--- config.mk ---
export PLATFORM = sky130hd
export DESIGN_NAME = psslm_back
export DESIGN_NICKNAME = d
export VERILOG_FILES = /design/src/rtl/psslm_pkg.sv /design/src/rtl/psslm_back.sv
export VERILOG_INCLUDE_DIRS = /design/src /design/src/rtl
export SDC_FILE = /design/constraint.sdc
export NUM_CORES = 2
export LEC_CHECK = 0
export BUFFER_PORTS_ARGS = -buffer_cell sky130_fd_sc_hd__clkbuf_2
export CAP_MARGIN = 20
export CORE_MARGIN = 1.5
export CORE_UTILIZATION = 65
export CTS_CLUSTER_SIZE = 10
export DETAILED_ROUTE_END_ITERATION = 16
export PLACE_DENSITY_LB_ADDON = 0.08
export SLEW_MARGIN = 20
export SYNTH_ARGS = -nofsm -noshare
export SYNTH_HDL_FRONTEND = slang
export SYNTH_SLANG_ARGS = --single-unit
--- constraint.sdc ---
create_clock -name clk -period 20.8 [get_ports clk]
set_input_delay 4.16 -clock clk [delete_from_list [all_inputs] [get_ports clk]]
set_output_delay 4.16 -clock clk [all_outputs]
set_load 0.03 [all_outputs]
--- src/rtl/polar_seam_split_line_mapper_unit_macros.svh ---
// Assertion helpers used by the mapper back end.
`ifndef POLAR_SEAM_SPLIT_LINE_MAPPER_UNIT_MACROS_SVH
`define POLAR_SEAM_SPLIT_LINE_MAPPER_UNIT_MACROS_SVH
`ifndef ASSERT_OFF
`define PSSLM_ASSERT(lbl, clk, rstn, prop, msg) \
	lbl: assert property (@(posedge clk) disable iff (!rstn) prop) else $error(msg);
`define PSSLM_ASSERT_ALWAYS(lbl, clk, prop, msg) \
	lbl: assert property (@(posedge clk) prop) else $error(msg);
`else
`define PSSLM_ASSERT(lbl, clk, rstn, prop, msg)
`define PSSLM_ASSERT_ALWAYS(lbl, clk, prop, msg)
`endif
`endif

--- src/rtl/psslm_pkg.sv ---
package psslm_pkg;
	localparam int CW = 16;          // coordinate width
	localparam int AB = 16;          // angle bits per full circle
	localparam int AZW = 18;
	localparam int RW = 17;
	localparam int NW = 21;          // normalization arithmetic width
	localparam int XW = 40;          // CORDIC x/y width
	localparam int ZW = 34;          // CORDIC angle accumulator width
	localparam int STEPS = 24;
	localparam int SQW = 32;
	localparam int PW = 38;          // seam numerator width
	localparam int DW = 20;          // seam divisor width
	localparam int CFG_LOW = 0;
	localparam int CFG_HIGH = 1;
	localparam logic [2:0] LAST_IDX = 3'd4;

	typedef struct packed {
		logic start;
		logic signed [CW-1:0] north;
		logic signed [CW-1:0] east;
	} item_t;

	typedef enum logic [3:0] {
		ST_IDLE, ST_SQ, ST_SUM, ST_ITER, ST_FIN, ST_NORM1, ST_NORM2, ST_SEAM,
		ST_MUL1, ST_MUL2, ST_DINIT, ST_DIV, ST_CLAMP, ST_EMIT
	} state_t;

	function automatic logic [ZW-1:0] atan_turn(input logic [4:0] i);
		logic [ZW-1:0] v;
		case (i)
			5'd0: v = ZW'(32'h20000000);
			5'd1: v = ZW'(32'h12E4051E);
			5'd2: v = ZW'(32'h09FB385B);
			5'd3: v = ZW'(32'h051111D4);
			5'd4: v = ZW'(32'h028B0D43);
			5'd5: v = ZW'(32'h0145D7E1);
			5'd6: v = ZW'(32'h00A2F61E);
			5'd7: v = ZW'(32'h00517C55);
			5'd8: v = ZW'(32'h0028BE53);
			5'd9: v = ZW'(32'h00145F2F);
			5'd10: v = ZW'(32'h000A2F98);
			5'd11: v = ZW'(32'h000517CC);
			5'd12: v = ZW'(32'h00028BE6);
			5'd13: v = ZW'(32'h000145F3);
			5'd14: v = ZW'(32'h0000A2FA);
			5'd15: v = ZW'(32'h0000517D);
			5'd16: v = ZW'(32'h000028BE);
			5'd17: v = ZW'(32'h0000145F);
			5'd18: v = ZW'(32'h00000A30);
			5'd19: v = ZW'(32'h00000518);
			5'd20: v = ZW'(32'h0000028C);
			5'd21: v = ZW'(32'h00000146);
			5'd22: v = ZW'(32'h000000A3);
			5'd23: v = ZW'(32'h00000051);
			default: v = '0;
		endcase
		return v;
	endfunction
endpackage

--- src/rtl/psslm_back.sv ---
`include "polar_seam_split_line_mapper_unit_macros.svh"
module psslm_back import psslm_pkg::*; (
	input  logic                  clk,
	input  logic                  arst_n,
	input  logic signed [AZW-1:0] low_edge,
	input  logic signed [AZW-1:0] high_edge,
	input  logic                  q_valid,
	output logic                  q_take,
	input  item_t                 q_item,
	output logic                  out_valid,
	input  logic                  out_ready,
	output logic [AZW-1:0]        out_azimuth,
	output logic [RW-1:0]         out_range,
	output logic                  out_last
);
	localparam logic signed [NW-1:0] FULL = NW'(1) <<< AB;
	localparam logic signed [NW-1:0] HALF = NW'(1) <<< (AB - 1);
	localparam logic [NW-1:0] LOMASK = (NW'(1) << AB) - NW'(1);

	state_t state_q, state_d;
	logic signed [CW-1:0] e_q, n_q;
	logic start_q, zero_q;
	logic signed [XW-1:0] x_q, y_q, xs, ys;
	logic signed [ZW-1:0] z_q;
	logic [4:0] iter_q;
	logic [SQW-1:0] sqe_q, sqn_q, s_q;
	logic [SQW+1:0] rem_q, rem2, trial;
	logic [RW-1:0] root_q;
	logic signed [NW-1:0] az_q, low_w, high_w, t1, d2;
	logic [RW-1:0] rng_q, prev_rng_q, ty_q;
	logic signed [AZW-1:0] prev_az_q, first_q, second_q;
	logic has_prev_q, seam_q;
	logic signed [AZW:0] dlt;
	logic signed [DW-1:0] step_q, step_c;
	logic signed [AZW-1:0] dy_q;
	logic signed [AZW:0] ep_q;
	logic signed [PW-1:0] p1_q, p2_q, num;
	logic [PW-1:0] nmag_q, quo_q;
	logic [DW-1:0] dvs_q;
	logic [DW:0] drem_q, drem2;
	logic neg_q;
	logic [5:0] cnt_q;
	logic [2:0] idx_q;
	logic out_valid_q, out_last_q, out_load;
	logic [AZW-1:0] out_az_q;
	logic [RW-1:0] out_rng_q;
	logic [CW-1:0] ae, an;
	logic seam_now;

	assign low_w = NW'(low_edge);
	assign high_w = NW'(high_edge);
	assign q_take = (state_q == ST_IDLE) && q_valid;
	assign out_load = !out_valid_q || out_ready;
	assign out_valid = out_valid_q;
	assign out_azimuth = out_az_q;
	assign out_range = out_rng_q;
	assign out_last = out_last_q;

	assign ae = e_q[CW-1] ? CW'(-e_q) : e_q;
	assign an = n_q[CW-1] ? CW'(-n_q) : n_q;
	assign xs = x_q >>> iter_q;
	assign ys = y_q >>> iter_q;
	assign rem2 = {rem_q[SQW-1:0], s_q[SQW-1:SQW-2]};
	assign trial = {{(SQW+2-RW-2){1'b0}}, root_q, 2'b01};
	assign t1 = low_w - az_q + FULL - NW'(1);
	assign d2 = az_q - high_w;
	assign dlt = AZW'(az_q) - prev_az_q;
	assign seam_now = has_prev_q && !start_q && ((dlt > (AZW+1)'(HALF)) || (dlt < -(AZW+1)'(HALF)));
	assign step_c = (dlt > 0) ? DW'(dlt) - DW'(FULL) : DW'(dlt) + DW'(FULL);
	assign num = p1_q + p2_q;
	assign drem2 = {drem_q[DW-1:0], nmag_q[PW-1]};

	always_ff @(posedge clk or negedge arst_n) begin
		if (!arst_n) begin
			state_q <= ST_IDLE;
		end else begin
			state_q <= state_d;
		end
	end

	always_comb begin
		state_d = state_q;
		case (state_q)
			ST_IDLE: if (q_valid) state_d = ST_SQ;
			ST_SQ: state_d = ST_SUM;
			ST_SUM: state_d = ST_ITER;
			ST_ITER: if (iter_q == 5'(STEPS - 1)) state_d = ST_FIN;
			ST_FIN: state_d = ST_NORM1;
			ST_NORM1: state_d = ST_NORM2;
			ST_NORM2: state_d = ST_SEAM;
			ST_SEAM: begin
				if (seam_now && step_c != '0) state_d = ST_MUL1;
				else state_d = ST_EMIT;
			end
			ST_MUL1: state_d = ST_MUL2;
			ST_MUL2: state_d = ST_DINIT;
			ST_DINIT: state_d = ST_DIV;
			ST_DIV: if (cnt_q == 6'(PW - 1)) state_d = ST_CLAMP;
			ST_CLAMP: state_d = ST_EMIT;
			ST_EMIT: if (out_load && idx_q == LAST_IDX) state_d = ST_IDLE;
			default: state_d = ST_IDLE;
		endcase
	end

	always_ff @(posedge clk) begin
		case (state_q)
			ST_IDLE: begin
				e_q <= q_item.east;
				n_q <= q_item.north;
				start_q <= q_item.start;
			end
			ST_SQ: begin
				sqe_q <= SQW'(ae) * SQW'(ae);
				sqn_q <= SQW'(an) * SQW'(an);
				zero_q <= (e_q == '0) && (n_q == '0);
				iter_q <= '0;
				// prerotate by a quarter turn when north is negative
				if (n_q[CW-1]) begin
					if (!e_q[CW-1]) begin
						x_q <= XW'(e_q) <<< 20;
						y_q <= -(XW'(n_q) <<< 20);
						z_q <= ZW'(1) <<< 30;
					end else begin
						x_q <= -(XW'(e_q) <<< 20);
						y_q <= XW'(n_q) <<< 20;
						z_q <= -(ZW'(1) <<< 30);
					end
				end else begin
					x_q <= XW'(n_q) <<< 20;
					y_q <= XW'(e_q) <<< 20;
					z_q <= '0;
				end
			end
			ST_SUM: begin
				s_q <= sqe_q + sqn_q;
				rem_q <= '0;
				root_q <= '0;
			end
			ST_ITER: begin
				if (!y_q[XW-1]) begin
					x_q <= x_q + ys;
					y_q <= y_q - xs;
					z_q <= z_q + atan_turn(iter_q);
				end else begin
					x_q <= x_q - ys;
					y_q <= y_q + xs;
					z_q <= z_q - atan_turn(iter_q);
				end
				iter_q <= iter_q + 5'd1;
				if (iter_q < 5'(SQW / 2)) begin
					s_q <= s_q << 2;
					if (rem2 >= trial) begin
						rem_q <= rem2 - trial;
						root_q <= {root_q[RW-2:0], 1'b1};
					end else begin
						rem_q <= rem2;
						root_q <= {root_q[RW-2:0], 1'b0};
					end
				end
			end
			ST_FIN: begin
				az_q <= zero_q ? '0 : NW'((z_q + (ZW'(1) <<< (AB - 1))) >>> (32 - AB));
				rng_q <= (rem_q > (SQW+2)'(root_q)) ? root_q + RW'(1) : root_q;
			end
			ST_NORM1: begin
				if (az_q < low_w) az_q <= az_q + (t1 & ~LOMASK);
			end
			ST_NORM2: begin
				if (az_q >= high_w) begin
					az_q <= NW'(signed'(AZW'(az_q - ((d2 & ~LOMASK) + FULL))));
				end else begin
					az_q <= NW'(signed'(AZW'(az_q)));
				end
			end
			ST_SEAM: begin
				seam_q <= seam_now;
				idx_q <= seam_now ? 3'd0 : LAST_IDX;
				step_q <= step_c;
				ty_q <= prev_rng_q;
				if (dlt > 0) begin
					first_q <= low_edge;
					second_q <= high_edge;
					ep_q <= low_edge - prev_az_q;
				end else begin
					first_q <= high_edge;
					second_q <= low_edge;
					ep_q <= high_edge - prev_az_q;
				end
				dy_q <= AZW'(rng_q) - AZW'(prev_rng_q);
			end
			ST_MUL1: p1_q <= PW'(dy_q) * PW'(ep_q);
			ST_MUL2: p2_q <= PW'(signed'({1'b0, prev_rng_q})) * PW'(step_q);
			ST_DINIT: begin
				nmag_q <= num[PW-1] ? PW'(-num) : num;
				dvs_q <= step_q[DW-1] ? DW'(-step_q) : step_q;
				neg_q <= num[PW-1] ^ step_q[DW-1];
				drem_q <= '0;
				quo_q <= '0;
				cnt_q <= '0;
			end
			ST_DIV: begin
				nmag_q <= nmag_q << 1;
				cnt_q <= cnt_q + 6'd1;
				if (drem2 >= {1'b0, dvs_q}) begin
					drem_q <= drem2 - {1'b0, dvs_q};
					quo_q <= {quo_q[PW-2:0], 1'b1};
				end else begin
					drem_q <= drem2;
					quo_q <= {quo_q[PW-2:0], 1'b0};
				end
			end
			ST_CLAMP: begin
				if (neg_q) ty_q <= (quo_q > PW'(65536)) ? RW'(-65536) : RW'(-quo_q);
				else ty_q <= (quo_q > PW'(65535)) ? RW'(65535) : RW'(quo_q);
			end
			ST_EMIT: if (out_load) idx_q <= idx_q + 3'd1;
			default: ;
		endcase
	end

	always_ff @(posedge clk or negedge arst_n) begin
		if (!arst_n) begin
			prev_az_q <= '0;
			prev_rng_q <= '0;
			has_prev_q <= 1'b0;
			out_valid_q <= 1'b0;
		end else begin
			if (out_ready) out_valid_q <= 1'b0;
			if (state_q == ST_EMIT && out_load) begin
				out_valid_q <= 1'b1;
				if (idx_q == LAST_IDX) begin
					prev_az_q <= AZW'(az_q);
					prev_rng_q <= rng_q;
					has_prev_q <= 1'b1;
				end
			end
		end
	end

	always_ff @(posedge clk) begin
		if (state_q == ST_EMIT && out_load) begin
			out_last_q <= (idx_q == LAST_IDX);
			case (idx_q)
				3'd0: begin out_az_q <= first_q; out_rng_q <= ty_q; end
				3'd1: begin out_az_q <= first_q; out_rng_q <= '1; end
				3'd2: begin out_az_q <= second_q; out_rng_q <= '1; end
				3'd3: begin out_az_q <= second_q; out_rng_q <= ty_q; end
				default: begin out_az_q <= AZW'(az_q); out_rng_q <= rng_q; end
			endcase
		end
	end

	`PSSLM_ASSERT(a_take_idle, clk, arst_n, q_take |-> state_q == ST_IDLE, "take outside idle")
	`PSSLM_ASSERT(a_marker_not_last, clk, arst_n, (out_valid_q && out_rng_q == '1) |-> !out_last_q, "marker flagged last")
	`PSSLM_ASSERT(a_last_keeps, clk, arst_n, (state_q == ST_EMIT && out_load && idx_q == LAST_IDX) |=> has_prev_q, "vertex not kept")
	`PSSLM_ASSERT(a_seam_only_prev, clk, arst_n, (state_q == ST_EMIT && idx_q == 3'd0) |-> seam_q, "seam without previous vertex")
	`PSSLM_ASSERT_ALWAYS(a_reset_quiet, clk, !arst_n |-> !out_valid_q, "output valid in reset")
endmodule

==> Word level (Yosys, flattened, before mapping) <==
Memory sizes are Yosys's and may differ from the RTL's. A register that Yosys moved wholly into a read port is not among the register bits.
Index checks and enable logic that the tools add are counted.
{ "word_totals": {"elab_cells": 218, "n_memories": 2, "in_bits": 73, "output_inout_bits": 38, "romBits": 1920, "ff_bits": 727} }
{ "mem_list": {"columns": ["memory", "words", "width", "rd", "rd_ports_with_merged_regs", "wr", "line", "text"], "rows": [
  ["(name not given)", 32, 30, 1, 1, 0, "psslm_pkg.sv:30", "case (i)"],
  ["(name not given)", 32, 30, 1, 1, 0, "psslm_pkg.sv:30", null]
]} }
{ "classes": {"reduce_logical": 33, "n_bitwise": 1, "eq_ne": 27, "shift": 2, "muxes": 63, "order_cmp": 11, "n_addsub": 35, "n_mul": 4} }
{ "op_table": {"columns": ["cell", "count"], "rows": [
  ["two-way mux 34 bit", 9],
  ["two-way mux 40 bit", 6],
  ["one-hot mux 40 bit (2 select lines)", 2],
  ["one-hot mux 38 bit (2 select lines)", 2],
  ["one-hot mux 34 bit (2 select lines)", 2],
  ["one-hot mux 17 bit (2 select lines)", 3],
  ["two-way mux 17 bit", 5],
  ["adder 40 bit", 2],
  ["negator 36 -> 40 bit", 2],
  [">>> shifter 40 x 5 -> 40 bit", 2],
  ["subtractor 40 bit", 2],
  ["multiplier 16 x 16 -> 32 bit", 2],
  ["one-hot mux 32 bit (2 select lines)", 1],
  ["two-way mux 21 bit", 3],
  ["one-hot mux 21 bit (3 select lines)", 1],
  ["subtractor 18 x 18 -> 19 bit", 3],
  ["one-hot mux 4 bit (14 select lines)", 1],
  ["two-way mux 20 bit", 2],
  ["one-hot mux 20 bit (2 select lines)", 1],
  ["adder 38 bit", 1],
  ["> comparator 38 x 16 -> 1 bit (second input constant)", 1],
  ["> comparator 38 x 17 -> 1 bit (second input constant)", 1],
  ["multiplier 18 x 20 -> 38 bit", 1],
  ["two-way mux 19 bit", 2],
  ["69 further kinds", 119]
]} }

==> Depth between registers and ports, before layout <==
{ "logic_depth": {"ltp_word": 7, "ltp_mapped": 35, "depth_no_buf": 34} }

==> Least setup slack after synthesis <==
OpenSTA, ideal clock, no wires.
{ "synth_timing": {"path_kind": "register -> register", "startpoint": "register iter_q[4]", "endpoint": "register rem_q[0] (enable)", "stages_incl_launch_ff": 9, "path_slack_ns": 5.167, "period_less_slack_ns": 15.633, "t_arrival_ns": 14.666, "setup_time_ns": 0.967, "n_path_buf": 7, "required_time_ns": 19.833, "path_cell_list": "edfxtp_1 > clkbuf_1 > clkbuf_1 > clkbuf_1 > clkbuf_1 > clkbuf_1 > clkbuf_1 > clkbuf_1 > a2111oi_0"} }
{ "synth_between": {"elab_chain_len": 3} }
{ "synth_lines": {"columns": ["item", "line", "text"], "rows": [
  ["start, declared", "psslm_back.sv:25", "logic [4:0] iter_q;"],
  ["start signal, assigned", "psslm_back.sv:149", "iter_q <= iter_q + 5'd1;"],
  ["< comparator 5 bit", "psslm_back.sv:150", "if (iter_q < 5'(SQW / 2)) begin"],
  ["inequality test 2 bit (no line)", null, null],
  ["AND reduction 2 bit (no line)", null, null],
  ["end signal, assigned", "psslm_back.sv:153", "rem_q <= rem2 - trial;"],
  ["end signal, assigned", "psslm_back.sv:156", "rem_q <= rem2;"],
  ["end, declared", "psslm_back.sv:27", "logic [SQW+1:0] rem_q, rem2, trial;"]
]} }
No other way between the ends.
A chain may end at the register's enable or synchronous reset.

==> Worst setup path after layout <==
{ "layout_timing": {"startpoint": "register n_q[0]", "endpoint": "register sqn_q[31], data pin"} }
{ "layout_between": {"elab_chain_len": 3} }
{ "layout_lines": {"columns": ["item", "line", "text"], "rows": [
  ["start, declared", "psslm_back.sv:21", "logic signed [CW-1:0] e_q, n_q;"],
  ["start signal, assigned", "psslm_back.sv:109", "n_q <= q_item.north;"],
  ["negator 16 bit", "psslm_back.sv:60", "assign an = n_q[CW-1] ? CW'(-n_q) : n_q;"],
  ["two-way mux 16 bit (*)", "psslm_back.sv:60", null],
  ["multiplier 16 x 16 -> 32 bit (*)", "psslm_back.sv:114", "sqn_q <= SQW'(an) * SQW'(an);"],
  ["end signal, assigned", "psslm_back.sv:114", null],
  ["end, declared", "psslm_back.sv:26", "logic [SQW-1:0] sqe_q, sqn_q, s_q;"]
]} }
Every way passes the cells marked *; elsewhere a longest branch is shown, timed or not.

==> summary.txt <==
Global route
  – Initial antenna violation count: 8
  – Largest net degree at the start of global routing: between 100 and 150
  – Vias in the first global route: ~75k
  – GRT Resource Usage Total: roughly 36%
  – Global route overflow: 0
  – Global-route wire length before repair: between 400 and 500 mm

Synth
  – Synth Flop Type: edfxtp_1
  – Fraction of registers with async set/reset: around 5.4%
  – Post-synth EDFFs: ~680
  – Syn avg cell area: approximately 9.4 sq um
  – Mapped cell area: between 90000 and 100000 sq um
  – Count of cell types in the netlist: between 100 and 150
  – Post-synthesis sequential area ratio: between 20% and 30%
  – YS warnings: 0
  – Post-Syn Instances: around 10k
  – Synth Register Bits: between 700 and 800

Clocking
  – Clock sink count: 754
  – CTS Hold Buffers Added: 0
  – Gates resized, CTS repair: 0
  – CTS tree: yes
  – Clk Latency, worst-skew pair: 0.76 ns
  – CTS clock-pin slew for the worst setup and hold paths: ~0.050 ns
  – Clock buffer depth: 3
  – Num CTS Buffers: 94
  – Setup bufs post-CTS: 0
  – CTS root buf: clkbuf_16
  – H-tree levels: 3

Place
  – HPWL Detailed: 199.5 mm
  – IO Port Bufs: 110
  – GPL Wtd Cong: just under 1

Route
  – Post-DRT Antenna Nets: 0
  – Routed len/inst: roughly 22 um
  – 1st-iter DRT viols: ~5.8k
  – Detailed-route vias per instance: approximately 6.1
  – Routed Wire Length: around 260 mm
  – TritonRoute pass-1 iters: 6
  – Total number of vias: 72.52k
  – DRC Markers: 0

Min path
  – Hold Crit Endpoint: has_prev_q
  – HP Class: reg -> reg
  – Worst hold path stage count: 1
  – Hold Startpoint: has_prev_q

Floorplan
  – Die width: approximately 380 um
  – Placement row count: approximately 140
  – Num ports: roughly 110
  – Initial Util: between 60% and 70%
  – DIE AREA: 146200 sq um
  – Die H: roughly 380 um
  – Core Footprint: about 140000 sq um

Worst setup path
  – Crit-path max FO: 16
  – Worst Path Required: between 20 and 25 ns
  – Worst setup path startpoint: n_q[0]
  – CP Class: reg -> reg
  – Delay of the slowest critical-path stage: between 0.6 and 0.7 ns
  – CP max stage cell: xnor2_1
  – Worst reg2reg path depth: 32
  – Worst Path Arrival: between 10 and 15 ns
  – CP Launch Type: flop
  – Reg2Reg Capture Point: sqn_q[31]
  – Kind of end point of the critical path: flop
  – R2r setup slk: around 11 ns
  – FF-to-FF Start: n_q[0]

Flow run
  – Max-Cap Viols: 0

STA
  – Worst slew pin tran: between 1 and 1.5 ns
  – Setup TNS: 0 ns
  – Final min period: 10.23 ns
  – RSZ-0062 raised after global routing: false
  – Final Max Tran Viols: 0
  – Fin Clk Skew: 0.07236 ns
  – Max transition margin: a little under a fifth
  – Final setup fails: 0
  – Crit share post-route: about half
  – Final Hold Violating Endpoints: 0
  – Fmax: 97.72 MHz

Layout
  – # nets final: 11.77k
  – Ratio of cells with drive above 1 in the final layout: under 10%
  – Synth-to-layout area growth: 5.724%

Status
  – Status: complete, no violations
[cell families after synthesis]
logic type | after synthesis | synth area share [%]
and+or+nand+nor | 2862 | 14.28
buffers and inverters | 1894 | 7.742
adders and majority gates | 1805 | 32.37
AOI/OAI and AO/OA | 1748 | 11.79
DFF | 754 | 23.67
xor gates and xnor gates | 619 | 5.796
muxes | 268 | 4.346
other | 2 | 0.008029
[area by class of cell]
cell class | count | area, sq um
antenna | 3 | 7.507
clock buffer | 129 | 2566
clock inverter | 28 | 401.6
fill | 11320 | 44240
inverter | 1508 | 5665
multi-input combinational | 7313 | 64320
sequential | 754 | 22140
tap | 1903 | 2381
timing repair buffer | 223 | 1411
[cells in the mapped netlist, types with 25 or more instances]
cell,count,area (sq um)
nand4_1,46,287.8
buf_1,42,157.7
ha_1,779,9747
a31oi_1,71,444.2
nor3_1,155,775.7
o21ai_0,432,2162
nand3_1,118,590.6
and2_1,322,2014
nor2_1,665,2496
o21a_1,78,585.6
o31ai_1,39,292.8
nand2b_1,86,538.0
fa_1,1025,20520
xnor2_1,393,3442
inv_1,1492,5600
nor2b_1,57,356.6
a211oi_1,65,488.0
a21boi_0,25,187.7
a21oi_1,477,2387
dfxtp_1,30,600.6
or3_1,48,300.3
mux2_2,35,394.1
clkbuf_1,309,1160
o21bai_1,44,330.3
mux2i_1,126,1261
dfrtp_1,41,1026
xor2_1,226,1979
or2_2,39,244.0
edfxtp_1,683,20510
nor4_1,31,193.9
nand2_1,1130,4242
a21o_1,180,1351
and3_1,55,344.1
o22ai_1,36,225.2
o211ai_1,64,480.5
mux4_2,107,2410
[worst max path at each step]
stage	to	slack, ns	cells past startpoint
after floorplan	rem_q[0]	5.17	8
after global placement	sqn_q[31]	10.85	32
after detailed placement	sqn_q[31]	10.63	32
after CTS	sqn_q[31]	10.60	32
after global routing	sqn_q[31]	10.07	32
final	sqn_q[31]	10.57	32
[layer usage]
metal	global-route usage (%)	vias to the layer above	wire length [um]	part of all wire [%]
met5	0	-	41	0.016
met4	17.09	6	13770	5.4
met3	5.227	689	18330	7.2
met2	59.94	2806	123800	48
met1	45.04	35860	100200	39
li1	-	33160	-	-
[registers in the layout, indices dropped and copies added, names as in the netlist, 19 cells and up, named ones only]
name    flops
az_q       21
drem_q     20
dvs_q      20
ep_q       19
nmag_q     38
p1_q       37
p2_q       38
quo_q      38
rem_q      34
s_q        32
sqe_q      31
sqn_q      31
step_q     20
x_q        40
y_q        40
z_q        34
[worst max-delay path: cells and delay by family, from the launching register on]
kind                       cells  cell delay (ns)
adders and majority gates      8             3.70
DFF                            1             0.50
AOI/OAI and AO/OA              5             1.23
and+or+nand+nor               10             2.45
xor gates and xnor gates       2             0.72
buffers and inverters          7             1.35
[layout by cell type, fill, tap and decap left out, drive strengths merged, types with 180 or more instances in the layout]
cell type     n
a21oi       477
nor2        666
clkbuf      239
inv        1493
and2        324
a21o        180
o21ai       442
nand2      1130
xor2        226
edfxtp      683
xnor2       393
ha          779
fa         1025
[per-stage QoR]
stage	hold WS [ns]	setup WS, ns	cell area [sq um]	instances	utilization (%)
finish	0.4780	10.57	98890	11860	69.09
global placement	0.4582	10.85	95870	11700	66.98
detailed placement	0.4614	10.63	95880	11700	66.99
floorplan	0.4404	5.168	93570	9961	-
CTS	0.4731	10.60	98850	11860	69.06
global route	0.4809	10.07	98890	11860	69.09
Power is left out: the tool's default activity adds up to more than one toggle a clock period on the data nets, which glitch-free logic cannot reach.
