$ cat src/rtl/polar_seam_split_line_mapper_unit_macros.svh
// Assertion helpers used by the mapper back end.
`ifndef POLAR_SEAM_SPLIT_LINE_MAPPER_UNIT_MACROS_SVH
`define POLAR_SEAM_SPLIT_LINE_MAPPER_UNIT_MACROS_SVH
`ifndef ASSERT_OFF
`define PSSLM_ASSERT(lbl, clk, rstn, prop, msg) \
	lbl: assert property (@(posedge clk) disable iff (!rstn) prop) else $error(msg);
`define PSSLM_ASSERT_ALWAYS(lbl, clk, prop, msg) \
	lbl: assert property (@(posedge clk) prop) else $error(msg);
`else
`define PSSLM_ASSERT(lbl, clk, rstn, prop, msg)
`define PSSLM_ASSERT_ALWAYS(lbl, clk, prop, msg)
`endif
`endif

$ cat src/rtl/psslm_pkg.sv
package psslm_pkg;
	localparam int CW = 16;          // coordinate width
	localparam int AB = 16;          // angle bits per full circle
	localparam int AZW = 18;
	localparam int RW = 17;
	localparam int NW = 21;          // normalization arithmetic width
	localparam int XW = 40;          // CORDIC x/y width
	localparam int ZW = 34;          // CORDIC angle accumulator width
	localparam int STEPS = 24;
	localparam int SQW = 32;
	localparam int PW = 38;          // seam numerator width
	localparam int DW = 20;          // seam divisor width
	localparam int CFG_LOW = 0;
	localparam int CFG_HIGH = 1;
	localparam logic [2:0] LAST_IDX = 3'd4;

	typedef struct packed {
		logic start;
		logic signed [CW-1:0] north;
		logic signed [CW-1:0] east;
	} item_t;

	typedef enum logic [3:0] {
		ST_IDLE, ST_SQ, ST_SUM, ST_ITER, ST_FIN, ST_NORM1, ST_NORM2, ST_SEAM,
		ST_MUL1, ST_MUL2, ST_DINIT, ST_DIV, ST_CLAMP, ST_EMIT
	} state_t;

	function automatic logic [ZW-1:0] atan_turn(input logic [4:0] i);
		logic [ZW-1:0] v;
		case (i)
			5'd0: v = ZW'(32'h20000000);
			5'd1: v = ZW'(32'h12E4051E);
			5'd2: v = ZW'(32'h09FB385B);
			5'd3: v = ZW'(32'h051111D4);
			5'd4: v = ZW'(32'h028B0D43);
			5'd5: v = ZW'(32'h0145D7E1);
			5'd6: v = ZW'(32'h00A2F61E);
			5'd7: v = ZW'(32'h00517C55);
			5'd8: v = ZW'(32'h0028BE53);
			5'd9: v = ZW'(32'h00145F2F);
			5'd10: v = ZW'(32'h000A2F98);
			5'd11: v = ZW'(32'h000517CC);
			5'd12: v = ZW'(32'h00028BE6);
			5'd13: v = ZW'(32'h000145F3);
			5'd14: v = ZW'(32'h0000A2FA);
			5'd15: v = ZW'(32'h0000517D);
			5'd16: v = ZW'(32'h000028BE);
			5'd17: v = ZW'(32'h0000145F);
			5'd18: v = ZW'(32'h00000A30);
			5'd19: v = ZW'(32'h00000518);
			5'd20: v = ZW'(32'h0000028C);
			5'd21: v = ZW'(32'h00000146);
			5'd22: v = ZW'(32'h000000A3);
			5'd23: v = ZW'(32'h00000051);
			default: v = '0;
		endcase
		return v;
	endfunction
endpackage

$ cat src/rtl/psslm_front.sv
module psslm_front import psslm_pkg::*; (
	input  logic  clk,
	input  logic  arst_n,
	input  logic  in_valid,
	output logic  in_ready,
	input  item_t in_item,
	output logic  q_valid,
	input  logic  q_take,
	output item_t q_item
);
	item_t mem_q [2];
	logic wr_q, rd_q;
	logic [1:0] cnt_q;
	logic push;

	assign in_ready = (cnt_q != 2'd2);
	assign push = in_valid && in_ready;
	assign q_valid = (cnt_q != 2'd0);
	assign q_item = mem_q[rd_q];

	always_ff @(posedge clk) begin
		if (push) begin
			mem_q[wr_q] <= in_item;
		end
	end

	always_ff @(posedge clk or negedge arst_n) begin
		if (!arst_n) begin
			wr_q <= 1'b0;
			rd_q <= 1'b0;
			cnt_q <= 2'd0;
		end else begin
			if (push) begin
				wr_q <= ~wr_q;
			end
			if (q_take) begin
				rd_q <= ~rd_q;
			end
			cnt_q <= cnt_q + 2'(push) - 2'(q_take);
		end
	end
endmodule

$ cat config.mk
export PLATFORM = sky130hd
export DESIGN_NAME = psslm_front
export DESIGN_NICKNAME = d
export VERILOG_FILES = /design/src/rtl/polar_seam_split_line_mapper_unit_macros.svh /design/src/rtl/psslm_pkg.sv /design/src/rtl/psslm_front.sv
export SDC_FILE = /design/constraint.sdc
export NUM_CORES = 1
export LEC_CHECK = 0
export BUFFER_PORTS_ARGS = -buffer_cell sky130_fd_sc_hd__buf_2
export CAP_MARGIN = 20
export CORE_ASPECT_RATIO = 1.25
export CORE_MARGIN = 1.5
export CORE_UTILIZATION = 47
export DETAILED_ROUTE_END_ITERATION = 7
export GPL_ROUTABILITY_DRIVEN = 0
export PLACE_DENSITY_LB_ADDON = 0.3
export SLEW_MARGIN = 20
export SYNTH_ARGS = -nofsm -noshare
export SYNTH_HDL_FRONTEND = slang
export SYNTH_SLANG_ARGS = --single-unit
$ cat constraint.sdc
create_clock -name clk -period 2.3 [get_ports clk]
set_input_delay 0.23 -clock clk [delete_from_list [all_inputs] [get_ports clk]]
set_output_delay 0.23 -clock clk [all_outputs]
set_load 0.02 [all_outputs]
After elaboration in Yosys (flattened, before gate mapping)
Memory sizes are Yosys's and may differ from the RTL's.
Cells that the tools add are included.
{"block": "totals", "regBits": 4, "latch_bits": 0, "ram_bits": 66, "rom_bits": 0, "input_bits": 37, "output_inout_bits": 35, "word_cells": 13, "mem_count": 1}
{"block": "classes", "add_sub_neg": 2, "mul": 0, "n_div": 0, "n_lt_le_gt_ge": 0, "eq_ne": 1, "shifts": 0, "n_mux": 2, "bitwise_logic": 2, "reduce_logical": 2}
{"memory": "mem_q", "words": 2, "width": 33, "read_ports": 1, "rd_ports_with_merged_regs": 0, "write_ports": 1, "line_no": "psslm_front.sv:11", "rtl": "item_t mem_q [2];"}
{"op": "$add A2 B1 Y2", "n": 1}
{"op": "$mux W1", "n": 2}
{"op": "$ne A2 B2 Y1 const B", "n": 1}
{"op": "$not A1 Y1", "n": 2}
{"op": "$reduce_bool A2 Y1", "n": 1}
{"op": "$sub A2 B1 Y2", "n": 1}
{"op": "$logic_and A1 B1 Y1", "n": 1}

Logic depth before layout (Yosys ltp)
Gate-level depths: netlist of run 1.
{"block": "logic_depth", "depth_word": 4, "ltp_mapped": 5, "ltp_nobuf": 5}

Least setup slack after synthesis of run 1
No wires, ideal clock.
{"block": "synth_path", "path_type": "reg-to-reg", "startpoint": "register cnt_q[1]", "endpoint": "memory mem_q[0][0] (netlist name), enable pin", "setup_ps": 423, "t_arrival_ps": 2193, "required_ps": 1877, "slack_ps": -316, "path_stages_with_launch": 4, "path_buffers": 0, "synth_period_minus_slack_ps": 2616, "cell_sequence": "dfrtp_1 nand2b_1 nand2_1 nor2_1"}
{"block": "synth_via", "elab_chain_len": 4}
{"item": "start: declaration", "line_no": "psslm_front.sv:13", "rtl": "logic [1:0] cnt_q;"}
{"item": "start signal: assignment", "line_no": "psslm_front.sv:39", "rtl": "cnt_q <= cnt_q + 2'(push) - 2'(q_take);"}
{"item": "$ne A2 B2 Y1", "line_no": "psslm_front.sv:16", "rtl": "assign in_ready = (cnt_q != 2'd2);"}
{"item": "via in_ready", "line_no": "psslm_front.sv:5", "rtl": "output logic in_ready,"}
{"item": "$logic_and A1 B1 Y1", "line_no": "psslm_front.sv:17", "rtl": "assign push = in_valid && in_ready;"}
{"item": "$mux W1", "line_no": "psslm_front.sv:22", "rtl": "if (push) begin"}
{"item": "$mux W1 (implied by the code)", "line_no": "psslm_front.sv:23", "rtl": "mem_q[wr_q] <= in_item;"}
{"item": "end: declaration", "line_no": "psslm_front.sv:11"}
The timed path passes the listed nets, and every way through them passes these cells.

==> results of run 1 <==
## sequential cells by signal (all words and copies together), names as in the netlist
register,flops
mem_q,66
cnt_q,2
rd_q,1
wr_q,1
## routing by layer
metal | part of all wire, % | global-route usage, % | vias up
met4 | 2.4 | 8.23 | 0
li1 | - | - | 632
met3 | 5.8 | 5.29 | 11
met1 | 38 | 16.9 | 670
met5 | 0 | 0 | -
met2 | 53 | 26.2 | 48
## power by group
group	leakage, uW	internal [uW]	switching, uW	total (uW)
sequential	0.000660	1750	169	1920
combinational	0.000611	737	842	1580
clock	0.000106	609	436	1040
total	0.00138	3090	1450	4540
## cells in the mapped netlist
cell	number
mux2_1	4
mux2_4	29
xor2_1	1
a21oi_2	1
a21bo_1	1
or2_2	1
edfxtp_1	66
and3_1	1
nor3b_2	1
xnor2_1	3
nand2_1	1
nor2_1	1
buf_6	4
ha_1	1
nand2b_1	1
dfrtp_1	4
## final cells by class
type / instances / share of cell area, %
repair buffers: 76 / 12.4
well taps: 64 / 2.36
multi-input cells: 46 / 17.5
clock buffers: 10 / 3.76
flip-flops and latches: 70 / 61.4
clock inverters: 6 / 2.55
## how the worst min path moves through the flow
| stage | start | endpoint | slack (ps) | depth (start not counted) |
|---|---|---|---|---|
| after global placement | arst_n | cnt_q[0] | 40 | 1 |
| after global routing | in_item[28] | mem_q[1][28] | 60 | 1 |
| after CTS | in_item[28] | mem_q[1][28] | 70 | 1 |
| after detailed placement | arst_n | cnt_q[1] | 50 | 1 |
| final | in_item[28] | mem_q[0][28] | 80 | 1 |
| after floorplan | arst_n | cnt_q[0] | -70 | 0 |
## metrics by stage
| step | worst slack, ps | total power [uW] |
|---|---|---|
| 2_1_floorplan | 225 | 3080 |
| 3_3_place_gp | 714 | 3470 |
| 3_5_place_dp | 657 | 3550 |
| 4_1_cts | 294 | 4590 |
| 5_1_grt | 257 | 4730 |
| 6_report | 322 | 4540 |
## cells by family (layout without fill, tap and decap cells)
| kind of cell | after synthesis | after routing | share of synthesized area (%) |
|---|---|---|---|
| xor gates and xnor gates | 4 | 4 | 1.29 |
| adders and majority gates | 1 | 1 | 0.461 |
| buffers and inverters | 4 | 92 | 1.66 |
| and+or+nand+nor | 6 | 6 | 1.43 |
| DFF | 70 | 70 | 76.8 |
| muxes | 33 | 33 | 17.7 |
| AOI/OAI and AO/OA | 2 | 2 | 0.692 |
## cell usage in the layout (no fill, tap or decap)
cell	netlist	final
a21bo_1	1	1
a21oi_2	1	1
and3_1	1	1
buf_12	0	2
buf_2	0	71
buf_4	0	2
bufinv_16	0	2
clkbuf_1	0	1
clkbuf_8	0	9
clkinv_2	0	2
clkinv_4	0	1
clkinvlp_4	0	1
dfrtp_1	4	3
dfrtp_2	0	1
dlygate4sd3_1	0	1
edfxtp_1	66	66
ha_1	1	1
mux2_1	4	4
mux2_4	29	29
nand2_1	1	1
nand2b_1	1	1
nor2_4	0	1
nor3b_2	1	1
or2_2	1	1
xnor2_1	3	3
xor2_1	1	1
==> impl_results.rst, run 1 <==
.. list-table::
   :header-rows: 1

   * - Metric
     - Value
   * - Pin count of the biggest net entering global routing
     - 23
   * - Hold Violations, Final
     - 0
   * - Final-layout worst hold slack
     - 80.7 ps
   * - Crit path required time
     - 2070 ps
   * - Launch point of the worst reg-to-reg path
     - cnt_q[1]
   * - CP delay by family, top
     - flip-flops
   * - Worst r2r path cells
     - 4
   * - Initial drt markers
     - 74
   * - Total area of multi-input combinational cells
     - 593 sq um
   * - Cell leakage power
     - 0.00138 uW
   * - Transition time of the tightest slew-check pin
     - 470 ps
   * - Number of buffers inserted by port buffering
     - 71
   * - Number of pins exceeding their max-slew limit in the final report
     - 0
   * - RSZ-0062 raised after global routing
     - no
   * - Horiz. Die Dim
     - 71.0 microns
   * - Max Cap Violations
     - 0
   * - Number of flip-flops and latches in the synthesized netlist
     - 70
   * - Vias in the first global route
     - 1400
   * - Clock-pin slew on the worst setup and hold paths
     - 70 ps
   * - Final count of negative-setup-slack endpoints
     - 0
   * - Worst supply voltage drop on vdd
     - 1120 uV
   * - Starting Density
     - 49.5%
   * - Die area
     - 6240 sq um
   * - R2R Path End
     - mem_q[0][0]
   * - Post-CTS repair timing setup buffer count
     - 0
   * - Post-CTS Resized
     - 0
   * - Via Count
     - 1361
   * - Kind of start point of the critical path
     - flop
   * - Ranking of synthesized cells by area
     - edfxtp_1 (73%), mux2_4 (16%), dfrtp_1 (3.7%)
   * - Clk buf depth
     - 2
   * - Largest clock skew in the final design
     - 9.80 ps
   * - Total routing resource utilization after global routing
     - 15.3%
   * - Ratio of cells with drive above 1 in the final layout
     - 59.6%
   * - Arrival time reported for the critical path endpoint
     - 1750 ps
   * - Nets in the synthesized netlist
     - 158
   * - Cell breakdown of the critical path
     - buf_12 -> mux2_1 -> buf_2
   * - Global-route wire length before repair
     - 6830 microns
   * - Largest fanout on the critical path
     - 22
   * - Placed Instances
     - 255
   * - Fraction of the core area covered by cells at the end of the flow
     - 61.9%
   * - Average footprint of a synthesized cell
     - 22.6 sq um
   * - Cell Pwr Density
     - 1340 nW/um^2
   * - Number of buffers added by the clock tree synthesis step
     - 9
   * - Area overhead of the layout relative to synthesis
     - 25.0%
   * - Stages on the worst setup path
     - 3
   * - Detailed Route WL
     - 4680 microns
   * - DR vias/cell
     - 5.00
   * - Critical Path End
     - q_item[1]
   * - Library cell used as clock root buffer
     - clkbuf_8
   * - H-tree lvl count
     - 3
   * - Final Critical Period
     - 1980 ps
   * - Post-layout nets
     - 241
   * - Part of the cycle the worst path needs
     - 86.0%
   * - Kind of end point of the critical path
     - output port
   * - Leading area contributor after synthesis
     - edfxtp_1
   * - Post-route design area
     - 3390 sq um
   * - Delay contributed by the slowest stage of the critical path
     - 640 ps
   * - HPWL after detailed placement
     - 3270 microns
   * - Remaining global-route overflow
     - 0
   * - Number of warnings printed during yosys synthesis
     - 0
   * - Clock tree sinks
     - 70
   * - Hold Buf Count CTS
     - 1
   * - Launching element of the worst setup path
     - rd_q
   * - Cells after Synth
     - 120
   * - Overall die height
     - 87.9 microns
   * - Number of detailed-route iterations in the first pass
     - 4
   * - Maximum operating frequency
     - 505 MHz
   * - Critical setup path kind
     - reg2out
   * - Number of I/O pins
     - 72
   * - Number of antenna-violating nets in the routed design
     - 0
   * - Cell Count, Final, Fillers Out
     - 272
   * - TritonCTS clock tree
     - built
   * - WL per Instance
     - 17.2 microns
   * - Cell area after placement
     - 3170 sq um
   * - Number of antenna diodes
     - 0
   * - Fill cell instance count of the final layout
     - 412
   * - Post-synthesis cell type count
     - 16
   * - TNS Setup
     - 0 ps
   * - Buffers plus inverters on the worst setup path
     - 2
   * - Synthesized cell area
     - 2710 sq um
   * - Seq/Total Area, Yosys
     - 76.8%
   * - Run status
     - finished clean
   * - Initial antenna violation count
     - 0
   * - Latest clock arrival within the worst-skew pair
     - 330 ps
   * - Tightest Hold Check Type
     - in2reg
   * - Slack of the worst reg-to-reg path
     - 640 ps
   * - Area of the placeable core
     - 5480 sq um
   * - Std cell rows
     - 30
   * - Normalized max-slew margin
     - 68.6%
   * - Slowest library cell on the worst path
     - dfrtp_2
   * - Proportion of netlist area held by the largest area contributor
     - 73.1%
   * - Footprint of the flip-flops and latches
     - 2080 sq um
   * - Total DRC errors in the routed layout
     - 0
Power figures use the tool's default switching activity.
==> inputs of run 2 (changes only) <==
==> constraint.sdc (replaced) <==
create_clock -name clk -period 2.3 [get_ports clk]
set_input_delay 0.115 -clock clk [delete_from_list [all_inputs] [get_ports clk]]
set_output_delay 0.115 -clock clk [all_outputs]
set_load 0.02 [all_outputs]
==> impl_results.rst, run 2 (synthesis results as in run 1) <==
.. list-table::
   :header-rows: 1

   * - Metric
     - Value
   * - Number of detailed-route iterations in the first pass
     - 4
   * - Slack of the worst reg-to-reg path
     - 650 ps
   * - Registers with the most flip-flops
     - mem_q (66), cnt_q (2)
   * - WL per Instance
     - 15.1 microns
   * - HPWL after detailed placement
     - 3130 microns
   * - Part of the cycle the worst path needs
     - 80.3%
   * - Most flop-heavy register
     - mem_q
   * - Transition time of the tightest slew-check pin
     - 469 ps
   * - Worst supply voltage drop on vdd
     - 794 uV
   * - Fraction of power consumed by sequential logic
     - 43.1%
   * - Vias in the first global route
     - 1420
   * - Number of antenna diodes
     - 0
   * - Leading cell types in the layout, fill and taps excluded
     - buf_2 (71), edfxtp_1 (66), dlygate4sd3_1 (34)
   * - H-tree lvl count
     - 3
   * - Cell leakage power
     - 0.00151 uW
   * - Std cell rows
     - 30
   * - Ratio of cells with drive above 1 in the final layout
     - 51.0%
   * - Clock-pin slew on the worst setup and hold paths
     - 70 ps
   * - Total routing resource utilization after global routing
     - 14.7%
   * - Largest fanout on the critical path
     - 22
   * - Initial drt markers
     - 102
   * - Maximum operating frequency
     - 541 MHz
   * - Post-layout nets
     - 274
   * - Post-CTS repair timing setup buffer count
     - 0
   * - Cell Pwr Density
     - 1200 nW/um^2
   * - Normalized max-slew margin
     - 68.7%
   * - Kind of end point of the critical path
     - output port
   * - Max Cap Violations
     - 0
   * - Crit path required time
     - 2180 ps
   * - R2R Path End
     - mem_q[0][0]
   * - Number of I/O pins
     - 72
   * - Starting Density
     - 49.5%
   * - Number of buffers inserted by port buffering
     - 71
   * - Arrival time reported for the critical path endpoint
     - 1730 ps
   * - Final count of negative-setup-slack endpoints
     - 0
   * - Die area
     - 6240 sq um
   * - Switching fraction of total power
     - 31.9%
   * - Global-route wire length before repair
     - 6610 microns
   * - Clock tree sinks
     - 70
   * - Library cell used as clock root buffer
     - clkbuf_8
   * - TritonCTS clock tree
     - built
   * - Net Switching
     - 1410 uW
   * - Total DRC errors in the routed layout
     - 0
   * - Worst r2r path cells
     - 4
   * - TNS Setup
     - 0 ps
   * - Footprint of the flip-flops and latches
     - 2080 sq um
   * - Area of the placeable core
     - 5480 sq um
   * - Overall die height
     - 87.9 microns
   * - Total area of multi-input combinational cells
     - 593 sq um
   * - Run status
     - finished clean
   * - Fraction of the core area covered by cells at the end of the flow
     - 67.3%
   * - Internal power
     - 3010 uW
   * - Area overhead of the layout relative to synthesis
     - 36.0%
   * - Number of buffers added by the clock tree synthesis step
     - 9
   * - Via Count
     - 1435
   * - Min-Delay Path Depth
     - 2
   * - Tightest Hold Check Type
     - in2reg
   * - Comb power frac
     - 36.5%
   * - Pwr Total
     - 4420 uW
   * - Kind of start point of the critical path
     - flop
   * - DR vias/cell
     - 4.70
   * - Pin count of the biggest net entering global routing
     - 23
   * - Fill cell instance count of the final layout
     - 374
   * - Detailed Route WL
     - 4610 microns
   * - RSZ-0062 raised after global routing
     - no
   * - Largest clock skew in the final design
     - 9.70 ps
   * - Latest clock arrival within the worst-skew pair
     - 330 ps
   * - Clock network fraction of total power
     - 20.4%
   * - Hold Crit Start
     - q_take
   * - Critical setup path kind
     - reg2out
   * - Launch point of the worst reg-to-reg path
     - cnt_q[1]
   * - Remaining global-route overflow
     - 0
   * - Launching element of the worst setup path
     - rd_q
   * - Initial antenna violation count
     - 0
   * - Clk buf depth
     - 2
   * - Number of pins exceeding their max-slew limit in the final report
     - 0
   * - Horiz. Die Dim
     - 71.0 microns
   * - Most common cell after layout, fill and taps aside
     - buf_2
   * - Number of flip-flops under the largest register name
     - 66
   * - Hold Violations, Final
     - 0
   * - Number of antenna-violating nets in the routed design
     - 0
   * - Hold EP
     - rd_q
   * - Final Critical Period
     - 1850 ps
==> run 2: cell types whose count changed in the layout (fill, tap and decap cells not counted), sizes merged <==
cell / delta
clkinv: +1
clkinvlp: -1
bufinv: -1
clkbuf: +1
dlygate4sd3: +33
==> run 2: through the flow <==
stage	setup slack, ps	hold WS (ps)	area (sq um)	instances
CTS	400	14.6	3690	305
global route	368	45.3	3690	305
detailed placement	659	-74.3	3170	255
global placement	759	-76.1	3170	255
floorplan	225	-181	2720	120
finish	453	35.3	3690	305
==> run 2: worst max-delay path, stage by stage (launching register included) <==
cell	delay (ps)
dfrtp_2	630
buf_12	260
mux2_1	350
buf_2	170
==> run 2: worst max path at each step <==
stage              endpoint  slack [ps]  cells after the start
2_1_floorplan   mem_q[0][0]         220                      3
3_3_place_gp   mem_q[0][14]         760                      4
3_5_place_dp   mem_q[0][15]         660                      4
4_1_cts           q_item[0]         400                      3
5_1_grt           q_item[0]         370                      3
6_report          q_item[2]         450                      3
==> run 2: final cells by class <==
cell class / instances / area share, %
sequential: 70 / 56.5
timing repair buffer: 109 / 20.4
multi-input combinational: 46 / 16.1
clock buffer: 11 / 3.56
tap: 64 / 2.17
clock inverter: 5 / 1.36
==> run 2: power by group through the flow <==
stage	Combinational (uW)	Sequential [uW]	Clock, uW
floorplan	1230	1850	0
global placement	1560	1910	0
detailed placement	1600	1940	0
CTS	1640	1910	926
global route	1710	1930	977
finish	1620	1910	901
==> run 2: metal layers <==
| layer | vias up | part of all wire, % | GRT usage, % |
|---|---|---|---|
| met5 | - | 0 | 0 |
| met4 | 0 | 1.0 | 9.26 |
| met3 | 4 | 4.2 | 3.80 |
| met2 | 40 | 54 | 24.9 |
| met1 | 694 | 40 | 16.8 |
| li1 | 697 | - | - |
==> run 2: timing repair <==
action | 4_1_cts | 5_1_grt
hold buffers | 34 | 0
resized for setup | 0 | 0
hold endpoints to repair | 70 | 0
==> inputs of run 3 (changes only) <==
Settings changed: CORE_UTILIZATION 47 to 50.
Clock period 2.3 ns to 1.7 ns, I/O delays scaled along.
==> impl_results.rst, run 3 (synthesis results as in run 1) <==
.. list-table::
   :header-rows: 1

   * - Metric
     - Value
   * - Run status
     - finished clean
   * - CP delay by family, top
     - flip-flops
   * - Number of detailed-route iterations in the first pass
     - 4
   * - Latest clock arrival within the worst-skew pair
     - 330 ps
   * - Detailed Route WL
     - 4770 microns
   * - Starting Density
     - 52.6%
   * - Leading cell types in the layout, fill and taps excluded
     - buf_2 (71), edfxtp_1 (66), dlygate4sd3_1 (35)
   * - Buffers plus inverters on the worst setup path
     - 2
   * - WL per Instance
     - 15.7 microns
   * - Number of pins exceeding their max-slew limit in the final report
     - 0
   * - Slowest library cell on the worst path
     - dfrtp_2
   * - Transition time of the tightest slew-check pin
     - 220 ps
   * - Post-layout nets
     - 275
   * - Kind of start point of the critical path
     - flop
   * - Number of buffers inserted by port buffering
     - 71
   * - Initial drt markers
     - 102
   * - Area of the placeable core
     - 5150 sq um
   * - Number of antenna-violating nets in the routed design
     - 0
   * - Normalized max-slew margin
     - 85.3%
   * - Delay contributed by the slowest stage of the critical path
     - 460 ps
   * - DR vias/cell
     - 4.85
   * - Post-CTS Resized
     - 0
   * - Registers with the most flip-flops
     - mem_q (66), cnt_q (2)
   * - Largest fanout on the critical path
     - 13
   * - Number of flip-flops under the largest register name
     - 66
   * - Max Cap Violations
     - 0
   * - Clock-pin slew on the worst setup and hold paths
     - 70 ps
   * - Final Critical Period
     - 1550 ps
   * - Crit path required time
     - 1620 ps
   * - Via Count
     - 1473
   * - Die area
     - 5880 sq um
   * - Clock tree sinks
     - 70
   * - Most common cell after layout, fill and taps aside
     - buf_2
   * - Launching element of the worst setup path
     - rd_q
   * - Maximum operating frequency
     - 647 MHz
   * - Number of I/O pins
     - 72
   * - Setup WS post-layout
     - 154 ps
   * - Worst supply voltage drop on vdd
     - 1100 uV
   * - Ratio of cells with drive above 1 in the final layout
     - 51.2%
   * - Std cell rows
     - 29
   * - Most flop-heavy register
     - mem_q
   * - Hold Violations, Final
     - 0
   * - Part of the cycle the worst path needs
     - 90.9%
   * - Total DRC errors in the routed layout
     - 0
   * - Final count of negative-setup-slack endpoints
     - 0
   * - Library cell used as clock root buffer
     - clkbuf_8
   * - Cell leakage power
     - 0.00153 uW
   * - Overall die height
     - 85.4 microns
   * - HPWL after detailed placement
     - 2870 microns
   * - Cell breakdown of the critical path
     - buf_12 -> mux2_1 -> buf_2
   * - Remaining global-route overflow
     - 0
   * - Number of antenna diodes
     - 0
   * - Horiz. Die Dim
     - 68.9 microns
   * - Kind of end point of the critical path
     - output port
   * - Tightest Hold Check Type
     - in2async
   * - Vias in the first global route
     - 1687
   * - Initial antenna violation count
     - 0
   * - TNS Setup
     - 0 ps
   * - Largest clock skew in the final design
     - 5.12 ps
   * - Final-layout worst hold slack
     - 92.6 ps
   * - Arrival time reported for the critical path endpoint
     - 1460 ps
   * - Critical setup path kind
     - reg2out
   * - Pwr Total
     - 6250 uW
   * - Total routing resource utilization after global routing
     - 18.8%
   * - Area overhead of the layout relative to synthesis
     - 38.4%
   * - TritonCTS clock tree
     - built
   * - Pin count of the biggest net entering global routing
     - 34
   * - Cell Pwr Density
     - 1670 nW/um^2
   * - Clk buf depth
     - 2
   * - Global-route wire length before repair
     - 7680 microns
   * - Number of buffers added by the clock tree synthesis step
     - 9
   * - H-tree lvl count
     - 3
   * - RSZ-0062 raised after global routing
     - no
   * - Launch point of the worst reg-to-reg path
     - cnt_q[1]
   * - Worst Setup Slack post-DPL
     - 318 ps
==> run 3: worst paths after layout <==
check,end,cells after the start,slack (ps)
min,rd_q,2,90
min in group clk,cnt_q[1],4,180
max reg2reg,mem_q[0][24],4,300
max in group asynchronous,rd_q,2,1470
max,q_item[0],3,150
min reg2reg,rd_q,1,550
==> run 3: area by class of cell <==
class	count	area (sq um)
Tap cell	62	77.6
Multi-Input combinational cell	46	602
Sequential cell	70	2080
Clock inverter	5	73.8
Fill cell	330	1400
Timing Repair Buffer	110	786
Clock buffer	11	131
==> run 3: what timing repair did <==
item,CTS,global route
endpoints found under the hold margin,71,0
hold buffers,35,0
buffers inserted,0,0
==> run 3: metrics by stage <==
stage,area [sq um],cells,util (%)
5_1_grt,3750,304,72.9
6_report,3750,304,72.9
3_3_place_gp,3200,253,62.1
3_5_place_dp,3200,253,62.1
2_1_floorplan,2730,120,-
4_1_cts,3750,304,72.9
==> run 3: power by group <==
part	internal, uW	switching [uW]	leakage, uW
logic	1120	1230	0.000766
registers	2360	162	0.000660
clock network	817	563	0.000105
==> run 3: routing by layer <==
| metal | GRT usage, % | routed length, microns |
|---|---|---|
| met4 | 9.09 | 79 |
| met1 | 19.6 | 1770 |
| met3 | 4.38 | 232 |
| met5 | 0 | 0 |
| met2 | 33.9 | 2690 |
